File: src/design/hlcs_pkg.sv
// hlcs_pkg: shared types and constants for the hybrid logical clock stamp block
// item structs for both channels, configuration register layout and codes
// no dependencies
`default_nettype none

package hlcs_pkg;

  localparam int TIME_SHIFT_W   = 41;
  localparam int LOG_INTERVAL_W = 36;
  localparam int CFG_DATA_W     = 41;
  localparam int CFG_INDEX_W    = 2;
  localparam int STAMP_W        = 64;

  localparam logic [LOG_INTERVAL_W-1:0] LOG_INTERVAL_RESET = 36'd5000000000;

  // configuration register indexes
  typedef enum logic [CFG_INDEX_W-1:0] {
    REG_TIME_SHIFT   = 2'd0,
    REG_WAL_ENABLE   = 2'd1,
    REG_LOG_INTERVAL = 2'd2
  } cfg_reg_t;

  typedef struct packed {
    logic [TIME_SHIFT_W-1:0]   time_shift_ns;
    logic                      wal_enable;
    logic [LOG_INTERVAL_W-1:0] log_interval_ns;
  } cfg_t;

  typedef struct packed {
    logic [63:0] now_ns;
    logic        remote_present;
    logic [63:0] remote_stamp;
  } in_item_t;

  typedef struct packed {
    logic [63:0] hlc;
    logic        log_request;
    logic [63:0] max_issued_out;
  } out_item_t;

endpackage

`default_nettype wire

File: src/design/hlcs_fifo.sv
// hlcs_fifo: small register queue with first-word fall-through read
// accepts a write while full when the head is read in the same cycle
// no package dependency
`default_nettype none

module hlcs_fifo #(
  parameter int WIDTH = 8,
  parameter int DEPTH = 2
) (
  input  wire logic             clk,
  input  wire logic             rst,
  input  wire logic             wr_en,
  input  wire logic [WIDTH-1:0] wr_data,
  input  wire logic             rd_en,
  output logic      [WIDTH-1:0] rd_data,
  output logic                  full,
  output logic                  empty
);

  localparam int AW = (DEPTH > 1) ? $clog2(DEPTH) : 1;
  localparam int CW = $clog2(DEPTH + 1);

  logic [WIDTH-1:0] slots [DEPTH];
  logic [AW-1:0]    wr_ptr;
  logic [AW-1:0]    rd_ptr;
  logic [CW-1:0]    count;
  logic             do_wr;
  logic             do_rd;

  assign full    = (count == CW'(DEPTH));
  assign empty   = (count == '0);
  assign do_rd   = rd_en && !empty;
  assign do_wr   = wr_en && (!full || do_rd);
  assign rd_data = slots[rd_ptr];

  always_ff @(posedge clk) begin
    if (do_wr) begin
      slots[wr_ptr] <= wr_data;
    end
  end

  always_ff @(posedge clk) begin
    if (rst) begin
      wr_ptr <= '0;
      rd_ptr <= '0;
      count  <= '0;
    end else begin
      if (do_wr) begin
        wr_ptr <= (wr_ptr == AW'(DEPTH - 1)) ? '0 : wr_ptr + 1'b1;
      end
      if (do_rd) begin
        rd_ptr <= (rd_ptr == AW'(DEPTH - 1)) ? '0 : rd_ptr + 1'b1;
      end
      unique case ({do_wr, do_rd})
        2'b10:   count <= count + 1'b1;
        2'b01:   count <= count - 1'b1;
        default: count <= count;
      endcase
    end
  end

endmodule

`default_nettype wire

File: src/design/hlcs_front.sv
// hlcs_front: input side, applies the clock offset and unpacks the remote stamp
// classified items wait in a short queue for the back end
// depends on hlcs_pkg and hlcs_fifo
`default_nettype none

module hlcs_front #(
  parameter int PHYS_BITS    = 48,
  parameter int LOGICAL_BITS = 16
) (
  input  wire logic                                      clk,
  input  wire logic                                      rst,
  input  wire logic                                      push,
  input  wire hlcs_pkg::in_item_t                        req,
  output logic                                           full,
  input  wire hlcs_pkg::cfg_t                            cfg,
  output logic                                           mid_valid,
  output logic [2*PHYS_BITS+LOGICAL_BITS:0]              mid_data,
  input  wire logic                                      mid_take
);

  localparam int MW    = 2 * PHYS_BITS + LOGICAL_BITS + 1;
  localparam int EXT_W = 64 + PHYS_BITS + LOGICAL_BITS;

  logic [63:0]           shift64;
  logic [63:0]           sum64;
  logic [EXT_W-1:0]      remote_ext;
  logic [PHYS_BITS-1:0]  now_phys;
  logic [PHYS_BITS-1:0]  rem_phys;
  logic [LOGICAL_BITS-1:0] rem_log;
  logic [MW-1:0]         item_vec;
  logic                  mid_empty;

  // offset wraps modulo 2^64, only the physical bits survive
  assign shift64  = {{(64 - hlcs_pkg::TIME_SHIFT_W){cfg.time_shift_ns[hlcs_pkg::TIME_SHIFT_W-1]}},
                     cfg.time_shift_ns};
  assign sum64    = req.now_ns + shift64;
  assign now_phys = sum64[PHYS_BITS-1:0];

  // bits above the 64-bit stamp read as zero
  assign remote_ext = EXT_W'(req.remote_stamp);
  assign rem_phys   = remote_ext[LOGICAL_BITS +: PHYS_BITS];
  assign rem_log    = req.remote_stamp[LOGICAL_BITS-1:0];

  assign item_vec = {req.remote_present, rem_phys, rem_log, now_phys};

  hlcs_fifo #(
    .WIDTH (MW),
    .DEPTH (2)
  ) u_queue (
    .clk     (clk),
    .rst     (rst),
    .wr_en   (push && !full),
    .wr_data (item_vec),
    .rd_en   (mid_take),
    .rd_data (mid_data),
    .full    (full),
    .empty   (mid_empty)
  );

  assign mid_valid = !mid_empty;

endmodule

`default_nettype wire

File: src/design/hlcs_back.sv
// hlcs_back: clock merge stage, issue tracking stage and result queue
// stage a updates physical time and logical count, stage b tracks max and horizon
// depends on hlcs_pkg and hlcs_fifo
`default_nettype none

module hlcs_back #(
  parameter int PHYS_BITS    = 48,
  parameter int LOGICAL_BITS = 16
) (
  input  wire logic                              clk,
  input  wire logic                              rst,
  input  wire hlcs_pkg::cfg_t                    cfg,
  input  wire logic                              mid_valid,
  input  wire logic [2*PHYS_BITS+LOGICAL_BITS:0] mid_data,
  output logic                                   mid_take,
  output logic                                   empty,
  input  wire logic                              pop,
  output hlcs_pkg::out_item_t                    rsp
);

  localparam int P     = PHYS_BITS;
  localparam int L     = LOGICAL_BITS;
  localparam int MW    = 2 * P + L + 1;
  localparam int SW    = P + L;
  localparam int HW    = ((P > hlcs_pkg::LOG_INTERVAL_W) ? P : hlcs_pkg::LOG_INTERVAL_W) + 1;
  localparam int OW    = $bits(hlcs_pkg::out_item_t);

  function automatic logic [63:0] pack_stamp(input logic [P-1:0] p, input logic [L-1:0] l);
    logic [SW+63:0] ext;
    ext = (SW + 64)'({p, l});
    return ext[63:0];
  endfunction

  // unpacked queue head
  logic [P-1:0] a_now;
  logic [P-1:0] a_rphys;
  logic [L-1:0] a_rlog;
  logic         a_remote;

  // stage a state
  logic [P-1:0] phys_time;
  logic [L-1:0] logical_count;
  logic [P-1:0] p_max;
  logic         eq_own;
  logic         eq_rem;
  logic [L-1:0] l_base;
  logic         l_bump;
  logic [L:0]   l_sum;
  logic [P-1:0] p_new;
  logic [L-1:0] l_new;
  logic         a_fire;

  // stage b
  logic         b_valid;
  logic [P-1:0] b_phys;
  logic [L-1:0] b_log;
  logic [63:0]  b_stamp;
  logic [63:0]  max_issued;
  logic [63:0]  max_next;
  logic [63:0]  logged_horizon;
  logic         b_req;
  logic [HW-1:0] hp_sum;
  logic [P-1:0] hp_sat;
  logic         b_fire;

  logic         out_full;
  logic         out_room;
  logic [OW-1:0] out_vec;
  logic [OW-1:0] out_rd;

  assign a_now    = mid_data[P-1:0];
  assign a_rlog   = mid_data[P +: L];
  assign a_rphys  = mid_data[P+L +: P];
  assign a_remote = mid_data[MW-1];

  assign out_room = !out_full || (pop && !empty);
  assign b_fire   = b_valid && out_room;
  assign a_fire   = mid_valid && (!b_valid || b_fire);
  assign mid_take = a_fire;

  always_comb begin
    p_max = (a_now > phys_time) ? a_now : phys_time;
    if (a_remote && (a_rphys > p_max)) begin
      p_max = a_rphys;
    end
    eq_own = (p_max == phys_time);
    eq_rem = a_remote && (p_max == a_rphys);
    l_bump = 1'b1;
    priority if (eq_own && eq_rem) begin
      l_base = (logical_count > a_rlog) ? logical_count : a_rlog;
    end else if (eq_own) begin
      l_base = logical_count;
    end else if (eq_rem) begin
      l_base = a_rlog;
    end else begin
      l_base = '0;
      l_bump = 1'b0;
    end
    l_sum = {1'b0, l_base} + (L + 1)'(l_bump);
    // logical overflow moves physical time on
    if (l_sum[L]) begin
      p_new = p_max + 1'b1;
      l_new = '0;
    end else begin
      p_new = p_max;
      l_new = l_sum[L-1:0];
    end
  end

  always_ff @(posedge clk) begin
    if (rst) begin
      phys_time     <= '0;
      logical_count <= '0;
      b_valid       <= 1'b0;
    end else begin
      if (a_fire) begin
        phys_time     <= p_new;
        logical_count <= l_new;
      end
      if (a_fire) begin
        b_valid <= 1'b1;
      end else if (b_fire) begin
        b_valid <= 1'b0;
      end
    end
  end

  always_ff @(posedge clk) begin
    if (a_fire) begin
      b_phys  <= p_new;
      b_log   <= l_new;
      b_stamp <= pack_stamp(p_new, l_new);
    end
  end

  always_comb begin
    max_next = (b_stamp > max_issued) ? b_stamp : max_issued;
    b_req    = cfg.wal_enable && (b_stamp > logged_horizon);
    hp_sum   = HW'(b_phys) + HW'(cfg.log_interval_ns);
    hp_sat   = (|hp_sum[HW-1:P]) ? '1 : hp_sum[P-1:0];
  end

  always_ff @(posedge clk) begin
    if (rst) begin
      max_issued     <= '0;
      logged_horizon <= '0;
    end else if (b_fire) begin
      max_issued <= max_next;
      if (b_req) begin
        logged_horizon <= pack_stamp(hp_sat, b_log);
      end
    end
  end

  assign out_vec = {b_stamp, b_req, max_next};

  hlcs_fifo #(
    .WIDTH (OW),
    .DEPTH (2)
  ) u_result_q (
    .clk     (clk),
    .rst     (rst),
    .wr_en   (b_fire),
    .wr_data (out_vec),
    .rd_en   (pop),
    .rd_data (out_rd),
    .full    (out_full),
    .empty   (empty)
  );

  assign rsp = hlcs_pkg::out_item_t'(out_rd);

endmodule

`default_nettype wire

File: src/design/hybrid_logical_clock_stamp.sv
// hybrid_logical_clock_stamp: issues hybrid logical clock timestamps
// top level: configuration registers, front end and back end
// depends on hlcs_pkg, hlcs_front, hlcs_back and hlcs_fifo
//
// usage
// - input channel is a queue: an item (now_ns, remote_present, remote_stamp)
//   is taken at a clock edge with push high and full low
// - result channel is a queue: the oldest stamp sits on rsp while empty is
//   low and leaves at an edge with pop high
// - configuration: cfg_we writes cfg_wdata into register cfg_index at once
//   (clock offset, log enable, log interval); write only while idle
// - path: an item taken at an edge passes the input queue, the clock merge
//   stage and the issue tracking stage before it shows on rsp
// - throughput: one item per cycle sustained while the receiver pops; the
//   bound is the clock merge stage's merge of physical time and logical count
// - a stalled receiver fills the two-entry result queue, then the issue
//   tracking stage, then the two-entry input queue, after which full rises;
//   nothing is lost
// - reset clears the clock state, max issued and log horizon to zero, the
//   offset and log enable to zero and the log interval to five seconds
`default_nettype none

module hybrid_logical_clock_stamp #(
  parameter int PHYS_BITS    = 48,
  parameter int LOGICAL_BITS = 16
) (
  input  wire logic                                  clk,
  input  wire logic                                  rst,
  // input channel
  input  wire logic                                  push,
  output logic                                       full,
  input  wire hlcs_pkg::in_item_t                    req,
  // result channel
  output logic                                       empty,
  input  wire logic                                  pop,
  output hlcs_pkg::out_item_t                        rsp,
  // configuration write port
  input  wire logic                                  cfg_we,
  input  wire logic [hlcs_pkg::CFG_INDEX_W-1:0]      cfg_index,
  input  wire logic [hlcs_pkg::CFG_DATA_W-1:0]       cfg_wdata
);

  localparam int MW = 2 * PHYS_BITS + LOGICAL_BITS + 1;

  hlcs_pkg::cfg_t  cfg;
  logic            mid_valid;
  logic [MW-1:0]   mid_data;
  logic            mid_take;

  // configuration registers, writes beyond the list are dropped
  always_ff @(posedge clk) begin
    if (rst) begin
      cfg.time_shift_ns   <= '0;
      cfg.wal_enable      <= 1'b0;
      cfg.log_interval_ns <= hlcs_pkg::LOG_INTERVAL_RESET;
    end else if (cfg_we) begin
      unique case (cfg_index)
        hlcs_pkg::REG_TIME_SHIFT:   cfg.time_shift_ns <= cfg_wdata;
        hlcs_pkg::REG_WAL_ENABLE:   cfg.wal_enable    <= cfg_wdata[0];
        hlcs_pkg::REG_LOG_INTERVAL: begin
          cfg.log_interval_ns <= cfg_wdata[hlcs_pkg::LOG_INTERVAL_W-1:0];
        end
        default: begin
        end
      endcase
    end
  end

  // offset and remote unpack, then the input queue
  hlcs_front #(
    .PHYS_BITS    (PHYS_BITS),
    .LOGICAL_BITS (LOGICAL_BITS)
  ) u_front (
    .clk       (clk),
    .rst       (rst),
    .push      (push),
    .req       (req),
    .full      (full),
    .cfg       (cfg),
    .mid_valid (mid_valid),
    .mid_data  (mid_data),
    .mid_take  (mid_take)
  );

  // clock merge, issue tracking and result queue
  hlcs_back #(
    .PHYS_BITS    (PHYS_BITS),
    .LOGICAL_BITS (LOGICAL_BITS)
  ) u_back (
    .clk       (clk),
    .rst       (rst),
    .cfg       (cfg),
    .mid_valid (mid_valid),
    .mid_data  (mid_data),
    .mid_take  (mid_take),
    .empty     (empty),
    .pop       (pop),
    .rsp       (rsp)
  );

  // the running maximum always covers the stamp it travels with
  a_max_covers_stamp : assert property (@(posedge clk) disable iff (rst)
    !empty |-> (rsp.max_issued_out >= rsp.hlc))
    else $error("max issued below its own stamp");

  // a log request only leaves while logging is enabled
  a_req_needs_enable : assert property (@(posedge clk) disable iff (rst)
    (!empty && rsp.log_request) |-> cfg.wal_enable)
    else $error("log request with logging disabled");

  // the input queue only fills through a push
  a_full_needs_push : assert property (@(posedge clk) disable iff (rst)
    $rose(full) |-> $past(push))
    else $error("input queue filled without a push");

endmodule

`default_nettype wire
File: config.mk
export PLATFORM = sky130hd
export DESIGN_NAME = hybrid_logical_clock_stamp
export DESIGN_NICKNAME = d
export VERILOG_FILES = /design/src/design/hlcs_pkg.sv /design/src/design/hlcs_fifo.sv /design/src/design/hlcs_front.sv /design/src/design/hlcs_back.sv /design/src/design/hybrid_logical_clock_stamp.sv
export SDC_FILE = /design/constraint.sdc
export NUM_CORES = 2
export LEC_CHECK = 0
export BUFFER_PORTS_ARGS = -buffer_cell sky130_fd_sc_hd__buf_2
export CORE_UTILIZATION = 41
export DETAILED_ROUTE_END_ITERATION = 7
export REMOVE_ABC_BUFFERS = 1
export SETUP_SLACK_MARGIN = 0.05
export SLEW_MARGIN = 0
export SYNTH_ARGS = -nofsm -noshare
export SYNTH_HDL_FRONTEND = slang
export SYNTH_SLANG_ARGS = --single-unit
File: constraint.sdc
create_clock -name clk -period 13.3 [get_ports clk]
set_input_delay 1.33 -clock clk [delete_from_list [all_inputs] [get_ports clk]]
set_output_delay 1.33 -clock clk [all_outputs]
set_load 0.03 [all_outputs]
* Word-level counts from Yosys, hierarchy flattened *
Memory sizes are Yosys's and may differ from the RTL's. A register that Yosys moved wholly into a read port is not among the register bits.
Cells that the tools add are included.

cells by class
  reduce and logical (&&, ||, !) cells = 29
  mux-type cells = 29
  eq/ne operators = 10
  magnitude comparators = 5
  $add $sub $neg = 12

operators with widths
  cell                                                                    number
  48-bit two-way mux                                                      4
  64-bit > comparator                                                     2
  48-bit equality test                                                    2
  48-bit > comparator                                                     2
  16-bit two-way mux                                                      5
  64-bit two-way mux                                                      1
  48-bit by 36-bit adder with 49-bit output                               1
  48-bit by 1-bit adder with 48-bit output (second input constant)        1
  48-bit adder                                                            1
  16-bit by 1-bit adder with 17-bit output                                1
  1-bit two-way mux                                                       17
  16-bit > comparator                                                     1
  1-bit logical AND                                                       11
  2-bit equality test (second input constant)                             5
  2-bit one-hot mux with 2 select lines                                   2
  2-bit AND reduction                                                     4
  2-bit by 1-bit equality test with 1-bit output (second input constant)  3
  2-bit zero test                                                         3
  2-bit nonzero test                                                      3
  1-bit zero test                                                         5
  1-bit adder (second input constant)                                     4
  2-bit by 1-bit adder with 2-bit output (second input constant)          2
  2-bit by 1-bit subtractor with 2-bit output (second input constant)     2
  1-bit logical OR                                                        3

storage, ports and cells
  memories kept = 2
  logic and storage cells = 104
  input port bits = 177
  bits in writable memories = 484
  output and inout port bits = 131
  register bits = 407

memory list
  memory                   depth  width  rd ports  clocked after Yosys merged registers in  wr ports  line             source
  u_back.u_result_q.slots  2      129    1         1                                        1         hlcs_fifo.sv:23  logic [WIDTH-1:0] slots [DEPTH];
  u_front.u_queue.slots    2      113    1         1                                        1         hlcs_fifo.sv:23

* Longest topological paths before layout *
  depth in word-level cells = 12
  mapped depth = 48
  gate-level depth less buffers = 31

* Modules after synthesis *
Synthesis repeated with hierarchy kept, for this count alone.

unflattened totals
  cells, all modules = 4,175
  area, all modules = 46,387.0 sq um

modules (own cells, without submodules)
  module                          sequential area each (sq um)  cells an instance  area an instance (sq um)  instances
  hlcs_back                       5,785.5                       2,653              22,061.2                  1
  hlcs_fifo at u_back.u_result_q  7,847.5                       431                9,594.2                   1
  hlcs_fifo at u_front.u_queue    6,886.6                       382                8,687.1                   1
  hybrid_logical_clock_stamp      1,561.5                       313                3,255.6                   1
  hlcs_front                      0.0                           396                2,788.9                   1

* Worst setup path after synthesis *
No wires, ideal clock.

  path type = reg2reg
  from = reg with a tool-made name
  to = reg u_back.phys_time[37]
  setup time = 0.227 ns
  period minus slack after synthesis = 9.830 ns
  data arrival time = 9.603 ns
  slack = 3.470 ns
  required time = 13.073 ns
  path buffers = 17
  stages on the path, launching flop included = 43
  cell sequence = dfxtp_1 > buf_2 > buf_1 > buf_2 > mux2_2 > ha_1 > nand4_1 > or4_1 > a31o_1 > nand4b_1 > a211oi_1 > nor2_4 > buf_2 > buf_2 > buf_2 > buf_2 > buf_2 > clkbuf_1 > [... 7 more ...] > buf_1 > buf_2 > buf_2 > clkbuf_1 > clkbuf_1 > clkbuf_1 > clkbuf_1 > inv_1 > o21ai_0 > a21bo_2 > ha_1 > inv_1 > o32ai_1 > nand3_2 > buf_4 > nor4_2 > mux2i_1 > o31ai_1

RTL lines
  what                    line              source
  end signal: assignment  hlcs_back.sv:117  phys_time <= p_new;
  end: declaration        hlcs_back.sv:41   logic [P-1:0] phys_time;

==> flow_summary.yaml <==
global_routing:
  globalRouteMet1Util: 0.3297
  first_global_vias: 31820
  grt_antenna_before_repair: 1
  grt_overflow_total: 0
  wire_length_of_the_first_global_routing_pass_microns: 201300
  total_routing_usage_reported_by_global_routing: 0.2395
  gr-usage-met2: 0.3880
  grt_use_met3: 0.02913
  grt_start_max_net_pins: 128
  top_usage_layer: "met2"
status:
  outcome: "completed"
timing:
  peak_freq_ghz: 0.09702
  min_period_ps: 10310
  setup-violations-final: 0
  slew_headroom: 0.2112
  timing_hold_violations_final: 0
  worst_tran_pin_value_ps: 1150
  worst_clock_skew_ps: 15.34
  drv_slew: 0
  rsz0062_at_grt: "false"
  finalCritPeriodShare: 0.7750
setup_path:
  crit_required_ps: 13710
  worstPathMaxFanout: 52
  cp-end-kind: "register"
  critical-path-slowest-cell: "sky130_fd_sc_hd__dfxtp_4"
  critical-path-top-cell-by-count: "sky130_fd_sc_hd__buf_4"
  path_class: "register to register"
  timing.critical_path.arrival_ps: 10710
  startpoint_type_of_the_worst_setup_path: "register"
  crit_path_largest_cell_delay_ps: 660
final_layout:
  area.growth.synth_to_final_pct: 13.51
  finish.net_count: 4977
  layout.core_utilization: 0.4696
  diodes: 0
  fin_cells: 5962
  final_layout_size_suffix_gt1_frac: 0.1741
floorplan:
  fp-row-count: 121
  die_x_microns: 333.4
  pin_count: 308
  dieHeight_microns: 333.4
  floorplan.die_area_sq_um: 111200
  initial_utilization: 0.4137
  core-area_sq_um: 108900
place:
  port_buffers: 291
  detailed_place_hpwl_microns: 101200
  gp_routability_congestion: 0.9910
  placed_cells: 5792
routing:
  count_of_nets_left_with_antenna_violations_after_detail_routing: 0
  first_pass_iters: 8
  route.final.wire_length_microns: 134800
  detail_route.vias_per_cell: 5.534
  dr_total_vias: 32990
  drt_first_iter_violations: 2266
  wl_per_cell_microns: 22.60
  drc: 0
yosys:
  ys_warn_count: 0
  synth_area_leader_cell: "sky130_fd_sc_hd__edfxtp_1"
  synth_seq_area_share: 0.4903
  ys_dominant_reg_cell: "sky130_fd_sc_hd__edfxtp_1"
  synth-seq-cells: 829
  synth.lib_cells_used.distinct: 83
  post_synth_instance_area_sq_um: 45040
  synth_largest_type_area_fraction: 0.3654
  mapped_cells: 4192
  synth.top_cells.by_area: "sky130_fd_sc_hd__edfxtp_1, sky130_fd_sc_hd__dfxtp_1, sky130_fd_sc_hd__ha_1, sky130_fd_sc_hd__mux2_2, sky130_fd_sc_hd__a21oi_1"
  postSynth.asyncResetShare: 0
  number_of_enable_type_register_cells_in_the_synthesized_netlist: 548
  postSynthAreaPerCell_sq_um: 10.74
power:
  swShare: 0.4238
  power.share.sequential: 0.333
  pwr_density_cell_nw_per_um2: 237.5
  pwr-share-clk: 0.206
  switching_power_mw: 5.144
  vdd_ir_drop_max_mv: 0.1279
  p_comb_frac: 0.461
  internal-power_mw: 6.995
  total_leakage_power_nw: 20.03
clocking:
  clk_root_buf: "sky130_fd_sc_hd__clkbuf_16"
  cts.sinks: 829
  cts_resized: 0
  clk-insertion-delay-late_ps: 680
  cts-hold-fix-buffers: 0
  setup_bufs_post_cts: 0
  cts_inserted_buffers: 90
  clk_pin_slew_worst_paths_ps: 60
  tritoncts: "built"
  cts_buffer_depth: 3
  cts.htree.levels: 3
worst_hold_path:
  holdCritPathClass: "register to register"
run:
  timing.max_cap.violations: 0
## final timing paths
kind	slack (ps)	start	endpoint	cells after the start
worst min-delay path	460	cfg[58]	cfg[58]	2
worst max register to register	2990	register	u_back.b_stamp[48]	32
worst min register to register	460	cfg[58]	cfg[58]	2
worst max-delay path	2990	register	u_back.b_stamp[48]	32
## cells by family after synthesis
family / count (synthesis) / synth area share
simple gates: 1081 / 0.1167
flops: 829 / 0.4903
mux: 350 / 0.08434
fa+ha+maj: 330 / 0.09201
buf+inv: 461 / 0.03978
compound gates: 916 / 0.1332
xor+xnor: 225 / 0.04376
## routing by layer
layer	wire length [microns]	part of all wire	up-vias
met1	61910	0.46	15990
met2	62090	0.46	873
met4	4205	0.031	2
li1	-	-	15950
met3	6530	0.048	181
met5	12	0.000089	-
## power groups by stage
stage,sequential (mW),clock (mW),combinational (mW)
finish,4.04,2.50,5.60
global route,4.09,2.66,6.13
CTS,4.04,2.56,5.58
detailed placement,4.09,0,5.55
global placement,4.07,0,5.52
floorplan,3.93,0,3.89
## cell usage after synthesis, drive strengths merged (44+ instances only)
cell type,count
edfxtp,548
nand2,409
ha,328
a21oi,311
inv,294
dfxtp,281
mux2,236
nor2,184
o21ai,178
xnor2,167
nand3,123
clkbuf,122
mux2i,114
nand4,86
a21o,76
o211a,66
xor2,58
buf,44
## worst max-delay path: cells and delay by family, from the launching register on
kind | cells | cell delay [ps]
and+or+nand+nor | 12 | 3530
buffers and inverters | 7 | 2270
AOI/OAI and AO/OA | 7 | 1370
muxes | 3 | 1220
DFF | 1 | 660
adders and majority gates | 2 | 630
xor gates and xnor gates | 1 | 230
## flip-flops by register name, indices dropped and copies added, names as in the netlist, 16 cells and up, named ones only
name,flops
u_back.logical_count,16
u_back.u_result_q.slots,258
u_back.max_issued,64
u_back.logged_horizon,64
cfg,78
u_back.b_stamp,64
u_front.u_queue.slots,226
u_back.phys_time,48
## cells in the final DEF, fill, tap and decap left out, types with 37 or more instances in the layout
cell type,count
sky130_fd_sc_hd__nor2b_1,37
sky130_fd_sc_hd__nand2_1,409
sky130_fd_sc_hd__dfxtp_1,279
sky130_fd_sc_hd__xor2_1,58
sky130_fd_sc_hd__a21o_1,76
sky130_fd_sc_hd__mux2i_1,113
sky130_fd_sc_hd__o211a_1,66
sky130_fd_sc_hd__nand4_1,86
sky130_fd_sc_hd__o21ai_0,175
sky130_fd_sc_hd__edfxtp_1,548
sky130_fd_sc_hd__a21oi_1,311
sky130_fd_sc_hd__inv_1,292
sky130_fd_sc_hd__xnor2_1,167
sky130_fd_sc_hd__buf_2,290
sky130_fd_sc_hd__nor3_1,38
sky130_fd_sc_hd__mux2_2,236
sky130_fd_sc_hd__nor2_1,179
sky130_fd_sc_hd__clkbuf_16,93
sky130_fd_sc_hd__ha_1,328
sky130_fd_sc_hd__nand3_1,122
sky130_fd_sc_hd__buf_4,60
## final cells by class
type	count	area, sq um
Sequential cell	829	22090
Multi-Input combinational cell	2902	21250
Inverter	295	1114
Clock buffer	122	2477
Clock inverter	48	481.7
Tap cell	1414	1769
Timing Repair Buffer	352	1942
Fill cell	10080	57730
## through the flow
step | hold WS (ps) | power, mW | area (sq um) | setup TNS [ps] | setup WS (ps)
floorplan | 434.0 | 7.821 | 44350 | -287780 | -2927
global route | 473.8 | 12.89 | 51120 | 0 | 2500
global placement | 445.3 | 9.583 | 48160 | 0 | 3143
finish | 457.4 | 12.14 | 51120 | 0 | 2993
detailed placement | 451.7 | 9.640 | 48160 | 0 | 3196
CTS | 459.7 | 12.18 | 51120 | 0 | 3173
No activity file was read; power rests on OpenSTA's default activity.
